--- src/rtc3_pkg.sv ---
// Shared types, constants and BCD helpers for the three-wire RTC serial master.
// No dependencies; imported by the front end, queue, transfer engine and top level.
package rtc3_pkg;

	localparam int CMD_BITS  = 8;
	localparam int DATA_BITS = 8;
	localparam int NUM_BITS  = CMD_BITS + DATA_BITS;
	localparam int CNT_W     = $clog2(2 * NUM_BITS);
	localparam int QDEPTH    = 4;
	localparam int QAW       = $clog2(QDEPTH);
	localparam int QCW       = $clog2(QDEPTH + 1);

	localparam logic [CNT_W-1:0] LAST_CNT   = CNT_W'(2 * NUM_BITS - 1);
	localparam logic [CNT_W-1:0] FIRST_DATA = CNT_W'(2 * CMD_BITS);
	localparam logic [6:0]       MAX_DEC    = 7'd99;

	typedef enum logic [1:0] {
		ST_IDLE,
		ST_BITS,
		ST_TAIL,
		ST_DONE
	} rtc3_state_t;

	// one classified tick, as it sits in the queue
	typedef struct packed {
		logic                  start;
		logic                  is_read;
		logic [NUM_BITS-1:0]   word;     // [7:0] command, [15:8] BCD data
		logic                  sda_in;
	} rtc3_item_t;

	// one tick of pin levels, lowest field last
	typedef struct packed {
		logic [7:0] read_value;
		logic       done_res;
		logic       busy_res;
		logic       sda_drive;
		logic       sda_out;
		logic       sck_level;
		logic       rst_level;
	} rtc3_res_t;

	// clamp to 99 and split into two BCD digits; tens by reciprocal 205/2048
	function automatic logic [7:0] to_bcd(input logic [6:0] val);
		logic [6:0]  v;
		logic [14:0] prod;
		logic [3:0]  tens;
		logic [6:0]  tmul;
		logic [6:0]  ones;
		v    = (val > MAX_DEC) ? MAX_DEC : val;
		prod = 15'(v) * 15'd205;
		tens = prod[14:11];
		tmul = {tens, 3'b000} + {2'b00, tens, 1'b0};
		ones = v - tmul;
		return {tens, ones[3:0]};
	endfunction

	// high nibble times ten plus low nibble
	function automatic logic [7:0] from_bcd(input logic [7:0] b);
		return {1'b0, b[7:4], 3'b000} + {3'b000, b[7:4], 1'b0} + {4'b0000, b[3:0]};
	endfunction

endpackage

--- src/rtc3_front.sv ---
// Front end: accepts input items and classifies them into queue entries.
// Depends on rtc3_pkg.
module rtc3_front import rtc3_pkg::*; (
	input  logic               s_tvalid,
	output logic               s_tready,
	input  logic               start_req,
	input  logic               operation,
	input  logic [7:0]         command,
	input  logic [6:0]         write_value,
	input  logic               sda_in,
	input  logic               q_full,
	output logic               q_push,
	output rtc3_item_t         q_item
);

	logic [7:0] cmd_fixed;

	// bit 0 of the command carries the direction
	assign cmd_fixed = {command[7:1], operation};

	assign s_tready = !q_full;
	assign q_push   = s_tvalid && !q_full;

	always_comb begin
		q_item.start   = start_req;
		q_item.is_read = operation;
		q_item.word    = {to_bcd(write_value), cmd_fixed};
		q_item.sda_in  = sda_in;
	end

endmodule

--- src/rtc3_fifo.sv ---
// Short queue between front end and transfer engine.
// Depends on rtc3_pkg.
module rtc3_fifo import rtc3_pkg::*; (
	input  logic       clk,
	input  logic       arst_n,
	input  logic       push,
	input  rtc3_item_t push_item,
	output logic       full,
	input  logic       pop,
	output logic       nonempty,
	output rtc3_item_t head
);

	rtc3_item_t         mem_q [QDEPTH];
	logic [QAW-1:0]     wr_ptr_q;
	logic [QAW-1:0]     rd_ptr_q;
	logic [QCW-1:0]     count_q;

	assign full     = (count_q == QCW'(QDEPTH));
	assign nonempty = (count_q != '0);
	assign head     = mem_q[rd_ptr_q];

	always_ff @(posedge clk) begin
		if (push) begin
			mem_q[wr_ptr_q] <= push_item;
		end
	end

	always_ff @(posedge clk or negedge arst_n) begin
		if (!arst_n) begin
			wr_ptr_q <= '0;
			rd_ptr_q <= '0;
			count_q  <= '0;
		end else begin
			if (push) begin
				wr_ptr_q <= wr_ptr_q + 1'b1;
			end
			if (pop) begin
				rd_ptr_q <= rd_ptr_q + 1'b1;
			end
			case ({push, pop})
				2'b10:   count_q <= count_q + 1'b1;
				2'b01:   count_q <= count_q - 1'b1;
				default: count_q <= count_q;
			endcase
		end
	end

endmodule

--- src/rtc3_back.sv ---
// Transfer engine: runs one tick per queue entry and holds the result register.
// Depends on rtc3_pkg.
module rtc3_back import rtc3_pkg::*; (
	input  logic       clk,
	input  logic       arst_n,
	input  logic       q_nonempty,
	input  rtc3_item_t q_head,
	output logic       q_pop,
	output logic       m_tvalid,
	input  logic       m_tready,
	output rtc3_res_t  res
);

	rtc3_state_t          state_q, state_d;
	logic [CNT_W-1:0]     cnt_q, cnt_d;
	logic [NUM_BITS-1:0]  shift_out_q;
	logic                 is_read_q;
	logic [7:0]           shift_in_q;
	logic                 read_bit;
	logic                 sample;
	rtc3_res_t            res_d;
	rtc3_res_t            res_q;
	logic                 out_valid_q;

	assign q_pop    = q_nonempty && (!out_valid_q || m_tready);
	assign read_bit = is_read_q && (cnt_q >= FIRST_DATA);
	assign sample   = (state_q == ST_BITS) && read_bit && !cnt_q[0];

	// next state
	always_comb begin
		state_d = state_q;
		cnt_d   = cnt_q;
		case (state_q)
			ST_IDLE: begin
				if (q_head.start) begin
					state_d = ST_BITS;
					cnt_d   = '0;
				end
			end
			ST_BITS: begin
				cnt_d = cnt_q + 1'b1;
				if (cnt_q == LAST_CNT) begin
					state_d = ST_TAIL;
				end
			end
			ST_TAIL: state_d = ST_DONE;
			ST_DONE: state_d = ST_IDLE;
			default: state_d = ST_IDLE;
		endcase
	end

	// pin levels for this tick
	always_comb begin
		res_d = '0;
		res_d.sda_drive = 1'b1;
		case (state_q)
			ST_IDLE: res_d.busy_res = q_head.start;
			ST_BITS: begin
				res_d.rst_level = 1'b1;
				res_d.sck_level = cnt_q[0];
				res_d.busy_res  = 1'b1;
				if (read_bit) begin
					res_d.sda_drive = 1'b0;
				end else begin
					res_d.sda_out = shift_out_q[cnt_q[CNT_W-1:1]];
				end
			end
			ST_TAIL: begin
				res_d.rst_level = 1'b1;
				res_d.busy_res  = 1'b1;
			end
			ST_DONE: begin
				res_d.busy_res   = 1'b1;
				res_d.done_res   = 1'b1;
				res_d.read_value = is_read_q ? from_bcd(shift_in_q) : 8'd0;
			end
			default: res_d.sda_drive = 1'b1;
		endcase
	end

	always_ff @(posedge clk or negedge arst_n) begin
		if (!arst_n) begin
			state_q     <= ST_IDLE;
			cnt_q       <= '0;
			shift_out_q <= '0;
			is_read_q   <= 1'b0;
			shift_in_q  <= '0;
			out_valid_q <= 1'b0;
		end else begin
			if (q_pop) begin
				state_q <= state_d;
				cnt_q   <= cnt_d;
				if (state_q == ST_IDLE && q_head.start) begin
					shift_out_q <= q_head.word;
					is_read_q   <= q_head.is_read;
					shift_in_q  <= '0;
				end else if (sample) begin
					shift_in_q <= {q_head.sda_in, shift_in_q[7:1]};
				end
				out_valid_q <= 1'b1;
			end else if (m_tready) begin
				out_valid_q <= 1'b0;
			end
		end
	end

	always_ff @(posedge clk) begin
		if (q_pop) begin
			res_q <= res_d;
		end
	end

	assign m_tvalid = out_valid_q;
	assign res      = res_q;

endmodule

--- src/three_wire_rtc_serial_master.sv ---
// Top level of the three-wire RTC serial master.
// Depends on rtc3_pkg, rtc3_front, rtc3_fifo and rtc3_back.
//
// Usage:
//   Each input item on the s_ channel is one pin-level tick. An item with
//   start_req set on an idle tick begins a single-register transfer: RST low
//   for the start tick, then 16 bits (command LSB first, then BCD data or
//   eight sampled read bits), two ticks per bit with SCK low then high, a
//   tail tick with SCK low, and a done tick with RST low and done_res set.
//   A whole transfer spans 35 ticks; start_req is ignored while busy.
//   Each input item yields exactly one result item on the m_ channel with
//   the pin levels of that tick and, on the done tick of a read, the
//   converted value.
// Throughput and path:
//   One item per clock sustained while m_tready stays high. An accepted
//   item is written to the queue at the accepting edge and then loaded
//   into the result register, from which the result is presented.
// Reset:
//   arst_n clears the queue, the engine state and the result valid flag;
//   the engine starts idle.
// Stalls:
//   When m_tready is low a presented result holds; the four-entry queue
//   keeps accepting until full, then s_tready drops.
module three_wire_rtc_serial_master import rtc3_pkg::*; (
	input  logic        clk,
	input  logic        arst_n,
	input  logic        s_tvalid,
	output logic        s_tready,
	// [0] start_req, [8:1] command, [15:9] write_value, [16] sda_in, rest zero
	input  logic [23:0] s_tdata,
	// [0] operation
	input  logic        s_tuser,
	output logic        m_tvalid,
	input  logic        m_tready,
	// [0] rst_level, [1] sck_level, [2] sda_out, [3] sda_drive,
	// [4] busy_res, [5] done_res, [13:6] read_value, rest zero
	output logic [15:0] m_tdata
);

	logic       q_full;
	logic       q_push;
	logic       q_pop;
	logic       q_nonempty;
	rtc3_item_t q_item;
	rtc3_item_t q_head;
	rtc3_res_t  res;

	rtc3_front u_front (
		.s_tvalid    (s_tvalid),
		.s_tready    (s_tready),
		.start_req   (s_tdata[0]),
		.operation   (s_tuser),
		.command     (s_tdata[8:1]),
		.write_value (s_tdata[15:9]),
		.sda_in      (s_tdata[16]),
		.q_full      (q_full),
		.q_push      (q_push),
		.q_item      (q_item)
	);

	rtc3_fifo u_fifo (
		.clk       (clk),
		.arst_n    (arst_n),
		.push      (q_push),
		.push_item (q_item),
		.full      (q_full),
		.pop       (q_pop),
		.nonempty  (q_nonempty),
		.head      (q_head)
	);

	rtc3_back u_back (
		.clk        (clk),
		.arst_n     (arst_n),
		.q_nonempty (q_nonempty),
		.q_head     (q_head),
		.q_pop      (q_pop),
		.m_tvalid   (m_tvalid),
		.m_tready   (m_tready),
		.res        (res)
	);

	// result fields are packed lowest first; pad to two bytes
	assign m_tdata = {2'b00, res};

endmodule

--- config.mk ---
export PLATFORM = sky130hd
export DESIGN_NAME = three_wire_rtc_serial_master
export DESIGN_NICKNAME = d
export VERILOG_FILES = /design/src/rtc3_pkg.sv /design/src/rtc3_front.sv /design/src/rtc3_fifo.sv /design/src/rtc3_back.sv /design/src/three_wire_rtc_serial_master.sv
export SDC_FILE = /design/constraint.sdc
export NUM_CORES = 1
export LEC_CHECK = 0
export BUFFER_PORTS_ARGS = -buffer_cell sky130_fd_sc_hd__buf_2
export CAP_MARGIN = 20
export CORE_MARGIN = 8
export CORE_UTILIZATION = 50
export CTS_BUF_LIST = sky130_fd_sc_hd__clkbuf_4
export CTS_CLUSTER_SIZE = 8
export DETAILED_ROUTE_END_ITERATION = 16
export PLACE_DENSITY_LB_ADDON = 0.15
export SLEW_MARGIN = 20
export SYNTH_ARGS = -nofsm -noshare
export SYNTH_HDL_FRONTEND = slang
export SYNTH_SLANG_ARGS = --single-unit
--- constraint.sdc ---
create_clock -name clk -period 2.7 [get_ports clk]
set_clock_uncertainty 0.2 [all_clocks]
set_input_delay 0.135 -clock clk [delete_from_list [all_inputs] [get_ports clk]]
set_output_delay 0.135 -clock clk [all_outputs]
set_load 0.03 [all_outputs]
==> results of run 1 <==
[cell usage after synthesis, drive strengths merged, types with 2 or more instances]
library cell and number:
a21o 2, a21oi 6, a22o 8, and2 7, and3 9, buf 6, clkbuf 6, dfrtp 39
edfxtp 86, fa 11, ha 54, inv 31, mux2 18, mux2i 3, mux4 22, nand2 9
nand2b 6, nand3 6, nor2 8, nor2b 3, nor3 5, o21ai 12, o21bai 2, or3 2
xnor2 9, xor2 6
[kinds of logic (layout without fill, tap and decap cells)]
group / count (synthesis) / after routing
adders and majority gates: 65 / 65
AOI/OAI and AO/OA: 37 / 37
buffers and inverters: 44 / 156
DFF: 125 / 125
other: 1 / 2
and+or+nand+nor: 59 / 59
muxes: 43 / 43
xor gates and xnor gates: 16 / 16
[per-layer routing]
layer	GRT usage	vias to the layer above
li1	-	1658
met1	0.183	1769
met2	0.245	57
met3	0.0490	8
met4	0.0525	0
met5	0	-
[worst paths after layout]
path,start,to,slack [ps],depth (start not counted)
min in group clk,s_tdata[13],u_fifo.mem_q[2][9],80,5
worst max register to register,u_back.shift_in_q[4],u_back.res[12],270,6
worst max-delay path,s_tdata[11],u_fifo.mem_q[1][12],-1210,19
worst min-delay path,arst_n,u_back.shift_in_q[6],80,2
worst min register to register,u_back.shift_out_q[12],u_back.shift_out_q[12],300,1
max in group asynchronous,arst_n,u_back.shift_out_q[2],1630,2
[layout make-up]
| class | count | area (sq um) | area share |
|---|---|---|---|
| repair buffers | 93 | 669 | 0.0888 |
| clock buffers | 18 | 135 | 0.0179 |
| inverters | 31 | 119 | 0.0158 |
| well taps | 147 | 184 | 0.0244 |
| clock inverters | 14 | 190 | 0.0252 |
| multi-input cells | 222 | 2680 | 0.356 |
| flip-flops and latches | 125 | 3560 | 0.472 |
[power by group through the flow]
stage / clock, mW / sequential, mW / combinational (mW)
final: 1.45 / 3.05 / 2.91
after global routing: 1.58 / 3.12 / 3.21
after CTS: 1.51 / 3.06 / 2.89
after detailed placement: 0 / 3.10 / 2.67
after global placement: 0 / 3.08 / 2.60
after floorplan: 0 / 3.11 / 1.86
[worst max-delay path, stage by stage]
cell,delay (ps)
sky130_fd_sc_hd__buf_6,100
sky130_fd_sc_hd__o311ai_4,260
sky130_fd_sc_hd__and2b_2,200
sky130_fd_sc_hd__inv_2,50
sky130_fd_sc_hd__ha_4,270
sky130_fd_sc_hd__inv_2,40
sky130_fd_sc_hd__fa_2,330
sky130_fd_sc_hd__inv_2,60
sky130_fd_sc_hd__fa_1,440
sky130_fd_sc_hd__ha_4,240
sky130_fd_sc_hd__ha_4,260
sky130_fd_sc_hd__nand4_1,120
sky130_fd_sc_hd__o21bai_2,160
sky130_fd_sc_hd__a21oi_2,80
sky130_fd_sc_hd__o21bai_1,170
sky130_fd_sc_hd__xor2_1,220
sky130_fd_sc_hd__ha_2,320
sky130_fd_sc_hd__a21boi_2,150
sky130_fd_sc_hd__xnor3_1,360
[registers in the layout (all words and copies together), names as in the netlist]
| register | cells |
|---|---|
| u_fifo.count_q | 3 |
| u_fifo.wr_ptr_q | 2 |
| u_back.shift_in_q | 8 |
| u_back.m_tvalid | 1 |
| u_back.shift_out_q | 16 |
| u_fifo.rd_ptr_q | 2 |
| u_back.res | 14 |
| u_back.cnt_q | 5 |
| u_back.state_q | 2 |
| u_fifo.mem_q | 72 |
[timing repair]
action                     in CTS  in global routing
pin swaps                      16                 14
hold buffers                   14                  0
setup buffers                   8                  1
hold endpoints to repair       87                  0
setup endpoints to repair      28                 28
gates resized for setup        22                  7
==> metrics list, run 1 <==
* Status: finished with violations
- Failing checks: negative setup slack
* Most common cell after layout, fill and taps aside: sky130_fd_sc_hd__edfxtp_1
* Number of synthesized register bits: 125
* Routed len/inst: 17.0 um
* Max Clock Freq: 0.256 GHz
- Sum of net half-perimeters after detailed placement: 7730 um
- The min-delay analysis places its worst path in the category primary input to asynchronous set/reset pin.
- Setup repair after global routing could not meet its margin everywhere.
- The worst setup path is captured at a flop.
* Wire length on met3: 484 um
* Cell Count Post-Placement: 599
- Clock tree sinks: 125
- Num ports: 47
- Final worst slack: -1210 ps
- Number of buffers added by the clock tree synthesis step: 17
- Total core area: 0.0120 sq mm
- Number of buffers between clock root and the deepest sink: 2
- Power comes to 7.41 mW.
* Synth top area cells: sky130_fd_sc_hd__edfxtp_1 (42%), sky130_fd_sc_hd__dfrtp_1 (16%), sky130_fd_sc_hd__ha_1 (11%)
- Share of synthesized cell area in and, or, nand and nor gates: 0.0574
- Synth Area in Compound Gates: 0.0437
* Die extent in y: 127 um
- For the worst-skew pair, the clock arrives at the later sink with an insertion delay of 530 ps.
- Detail Route Antenna Nets: 0
* Dominant combinational cell family by area after synthesis: adder cells
* Number of vias after detailed routing: 3492
- Crit path launch type: primary input
- Share of async-settable or async-resettable flops after synthesis: 0.312
- Final core utilization: 0.628
- Adder and majority cell fraction of the synthesized area: 0.146
- After synthesis the cells add up to 0.00615 sq mm.
* Share of the synthesized netlist area taken by xor and xnor gates: 0.0250
- Layout cell share with drive strength beyond 1: 0.356
- After clock tree synthesis, the clock-pin slew on the worst setup and hold paths is 120 ps.
- Switching power summed over all nets: 2.45 mW
* Cell accounting for the most synthesized area: sky130_fd_sc_hd__edfxtp_1
- The via count of the first global-routing pass is 3761.
- Internal power summed over all cells: 4.95 mW
* Area post-placement: 0.00683 sq mm
- Port buffer count: 36
- Post-layout minimum cycle time: 3910 ps
- Final wirelength: 11000 um
- Of all nets on the critical path, the largest fanout is 4.
* Number of rows in the core area: 40
- Start-to-end type of the worst setup path: primary input to flop
- Maximum number of pins on one net before global-route repair: 40
- TritonCTS clock tree: yes
- In this run the number of H-tree levels came out at 4.
* Required @ worst endpoint: 2760 ps
- Post-Synthesis Cells: 390
* Area of all placed cells without fillers: 0.00754 sq mm
- After detailed routing, the number of remaining DRC violations is 0.
- After synthesis, the share of cell area in mux cells is 0.118.
- Switching part of the total power: 0.331
- The total overflow left after global routing is 0.
* Signed area change from the synthesized netlist to the final layout: 22.5%
- Worst Hold Margin: 76.4 ps
* Detailed Route Iter0 Violations: 164
* Clock network power share: 0.196
- First-pass iteration count of the detailed router: 4
- For the final routed database, the setup TNS stands at -21080 ps.
- Data arrival time of the worst path: 3970 ps
- The number of hold violations in the final report is 0.
- The share of total power dissipated in sequential elements is 0.412.
- Counting distinct cell types in the post-synthesis netlist gives 51.
- Commonest non-fill, non-tap cells in the layout: sky130_fd_sc_hd__edfxtp_1 (86), sky130_fd_sc_hd__buf_4 (41), sky130_fd_sc_hd__ha_1 (39), sky130_fd_sc_hd__dfrtp_1 (39), sky130_fd_sc_hd__buf_2 (33)
- Dividing total power by cell area gives a power density of 983 mW/mm^2.
- Chip width: 127 um
- Routed length on met2: 5420 um
- Post-route met1 wirelength: 5030 um
- Worst slack at placement: -1950 ps
* Setup violations, final: 28
- In this run the static leakage power is 3.17 nW.
- In the global route stage, overall resource usage came out at 0.150.
* Post-synth EDFFs: 86
- Leaving out filler cells and counting taps, the final layout contains 650.
- Share of the synthesized area in the top cell type: 0.420
- Routability-driven placement finished with a final weighted congestion of 0.809.
* Number of antenna violations at the first check in global routing: 0
* Vias per inst: 5.37
* Wire length of the first global-routing pass: 18800 um
- Top sig layer: met4
* Yosys synthesis warning count: 0
* Final slew viol count: 0
- For this run, the register share of the synthesized area comes to 0.579.
- Starting density of the core: 0.512
* DIE AREA: 0.0161 sq mm
- Dividing the final minimum period by the clock period gives 1.45.
* Antenna diode count: 0
* Filler cells: 894
- Synthesized area per cell: 15.8 sq um
* Leading register cell type out of synthesis: sky130_fd_sc_hd__edfxtp_1
- Max transition margin: 0.375
- Max-cap violations in this run came to 0.
- Fin nets: 584
- The tree is rooted in a sky130_fd_sc_hd__clkbuf_4.
- VDD sags by at most 0.481 mV.
- Combinational Power Share: 0.392
- For the pin with the worst max-slew slack, the measured transition is 938 ps.
Power figures use the tool's default switching activity.
==> inputs of run 2 (changes only) <==
--- a/config.mk
+++ b/config.mk
@@ -12,7 +12,7 @@
 export CTS_BUF_LIST = sky130_fd_sc_hd__clkbuf_4
 export CTS_CLUSTER_SIZE = 8
 export DETAILED_ROUTE_END_ITERATION = 16
-export PLACE_DENSITY_LB_ADDON = 0.15
+export PLACE_DENSITY = 0.79
 export SLEW_MARGIN = 20
 export SYNTH_ARGS = -nofsm -noshare
 export SYNTH_HDL_FRONTEND = slang
==> metrics list, run 2 (synthesized netlist as in run 1, its figures left out) <==
* Status: finished with violations
- The checks that failed: negative setup slack.
- Clock-pin slew on the worst setup and hold paths: 120 ps
* Wire length of the first global-routing pass: 18800 um
- Global router's overall resource usage: 0.151
- First-pass iteration count of the detailed router: 4
- Routed len/inst: 17.7 um
* Launch instance of the worst register-to-register path: u_back.shift_in_q[4]
- In the post-route analysis, the smallest setup slack over all paths is -1180 ps.
- Final hold violation count: 0
- Post-route met1 wirelength: 4690 um
- Flip-flop count of the largest register after layout: 72
- Routability-driven placement finished with a final weighted congestion of 0.859.
- At the later pin of the worst-skew pair, clock insertion delay measures 530 ps.
* Final wirelength: 11600 um
* Post-layout minimum cycle time: 3880 ps
- The number of antenna violations at the first check in global routing was 1.
- Number of vias after detailed routing: 3541
* Number of buffers between clock root and the deepest sink: 2
* Chip width: 127 um
- Post-Route Setup TNS: -24720 ps
* Number of cells traversed by the worst register-to-register path: 6
* Total global routing overflow: 0
- Maximum number of pins on one net before global-route repair: 40
* # DRC: 0
* Top sig layer: met4
- H-tree depth: 4
- Critical path capture point type: flop
* Clock root buffer master: sky130_fd_sc_hd__clkbuf_4
- In this run the tightest slew margin relative to its limit is 0.420.
- Timing would allow up to 0.258 GHz.
- Data arrival time of the worst path: 3930 ps
* Worst Hold Class: primary input to asynchronous set/reset pin
- Power density cells: 981 mW/mm^2
- Wire length on met3: 505 um
* Port buffer count: 36
* Worst path cell trace: buf_2 -> buf_4 -> o311ai_4 -> and2b_2 -> buf_4 -> fa_1 -> inv_2 -> ha_4 -> fa_1 -> ha_1 -> nand4_1 -> o21bai_2 -> a21oi_2 -> o21bai_1 -> xor2_1 -> ha_2 -> xnor2_2 -> xnor3_1
* Worst setup slack for register-to-register paths: 270 ps
* Detail Route Antenna Nets: 0
* Start-to-end type of the worst setup path: primary input to flop
- Tracing the worst setup path back leads to its startpoint at s_tdata[14].
* Unrepaired setup endpoints after global routing: true
- The die covers 0.0161 sq mm.
- Signed area change from the synthesized netlist to the final layout: 23.7%
- TritonCTS built the clock tree.
- Worst-path cell with the longest stage delay: sky130_fd_sc_hd__fa_1
* Routed length on met2: 6190 um
- For the pin with the worst max-slew slack, the measured transition is 870 ps.
- For this design the static power due to leakage is 3.18 nW.
- After filler insertion, the fill cell instance count of the layout stands at 830.
* Crit path launch type: primary input
* Vias per inst: 5.40
- Area of combinational cells with multiple inputs: 0.00270 sq mm
* Crit path buf inv count: 4
- Counting every sink on the clock net gives 125.
- Peak per-stage delay on the critical path: 520 ps
- Registers take 0.00356 sq mm.
* Die extent in y: 127 um
- Along the worst path, the maximum fanout reaches 4.
- Final slew viol count: 0
- For this run, the post-layout net count is 589.
- The detailed router finished its first iteration with 162 violations.
- u_fifo.mem_q holds more flip-flops than any other register.
* Number of buffers added by the clock tree synthesis step: 17
- For this configuration, the core starts out at a cell density of 0.512.
* Post-route fraction of the period consumed by the critical path: 1.44
* Number of rows in the core area: 40
* Via count of the first global-routing pass: 3770
- In this run the critical register-to-register path is captured at u_back.res[12].
* Final Power: 7.46 mW
- The library cell used most frequently in the layout, excluding fill and tap cells, is sky130_fd_sc_hd__edfxtp_1.
- Commonest non-fill, non-tap cells in the layout: sky130_fd_sc_hd__edfxtp_1 (86), sky130_fd_sc_hd__buf_4 (45), sky130_fd_sc_hd__ha_1 (40), sky130_fd_sc_hd__dfrtp_1 (39), sky130_fd_sc_hd__buf_2 (32)
* IR Drop Worst-Case VDD: 0.575 mV
* Num ports: 47
- Required @ worst endpoint: 2750 ps
- Broken down by cell family, the worst path's largest delay share belongs to adder cells.
- Total core area: 0.0120 sq mm
- Sum of net half-perimeters after detailed placement: 7600 um
* Setup violations, final: 28
- Max-capacitance violation count: 0
* Layout cell share with drive strength beyond 1: 0.372
## run 2: metrics by stage
stage / cell area, sq um / setup slack [ps] / utilization / instances / hold slack, ps
after floorplan: 6250 / -1640 / - / 391 / -361
after global placement: 6820 / -1830 / 0.568 / 598 / 94.4
after detailed placement: 6820 / -1930 / 0.568 / 598 / 97.7
after CTS: 7470 / -1160 / 0.622 / 650 / 30.4
after global routing: 7610 / -1310 / 0.633 / 656 / 96.9
final: 7610 / -1180 / 0.633 / 656 / 49.1
## run 2: timing repair
action,CTS,global route
resized for setup,24,15
setup buffers,10,5
setup endpoints to repair,28,28
hold buffers,14,0
hold endpoints to repair,87,0
pin swaps,11,16
## run 2: final cells by class
cell class	instances	share of cell area
Inverter	31	0.0156
Antenna cell	1	0.000329
Sequential cell	125	0.468
Tap cell	147	0.0242
Timing Repair Buffer	98	0.0942
Clock inverter	14	0.0255
Multi-Input combinational cell	222	0.355
Clock buffer	18	0.0178
## run 2: power breakdown
group | internal [mW] | total (mW) | switching [mW] | leakage, nW
logic | 1.44 | 2.95 | 1.51 | 1.74
clock network | 0.748 | 1.46 | 0.712 | 0.163
registers | 2.76 | 3.05 | 0.290 | 1.28
## run 2: per-layer routing
metal / vias to the layer above / GRT usage
li1: 1662 / -
met4: 0 / 0.0609
met3: 20 / 0.0385
met5: - / 0
met2: 86 / 0.266
met1: 1773 / 0.170
## run 2: worst max-delay path by stage
stage	to	slack [ps]	cells past startpoint
after floorplan	u_fifo.mem_q[0][12]	-1640	18
after CTS	u_fifo.mem_q[0][12]	-1160	19
after detailed placement	u_fifo.mem_q[0][12]	-1930	18
after global routing	u_fifo.mem_q[2][12]	-1310	19
after global placement	u_fifo.mem_q[0][12]	-1830	18
final	u_fifo.mem_q[2][12]	-1180	18
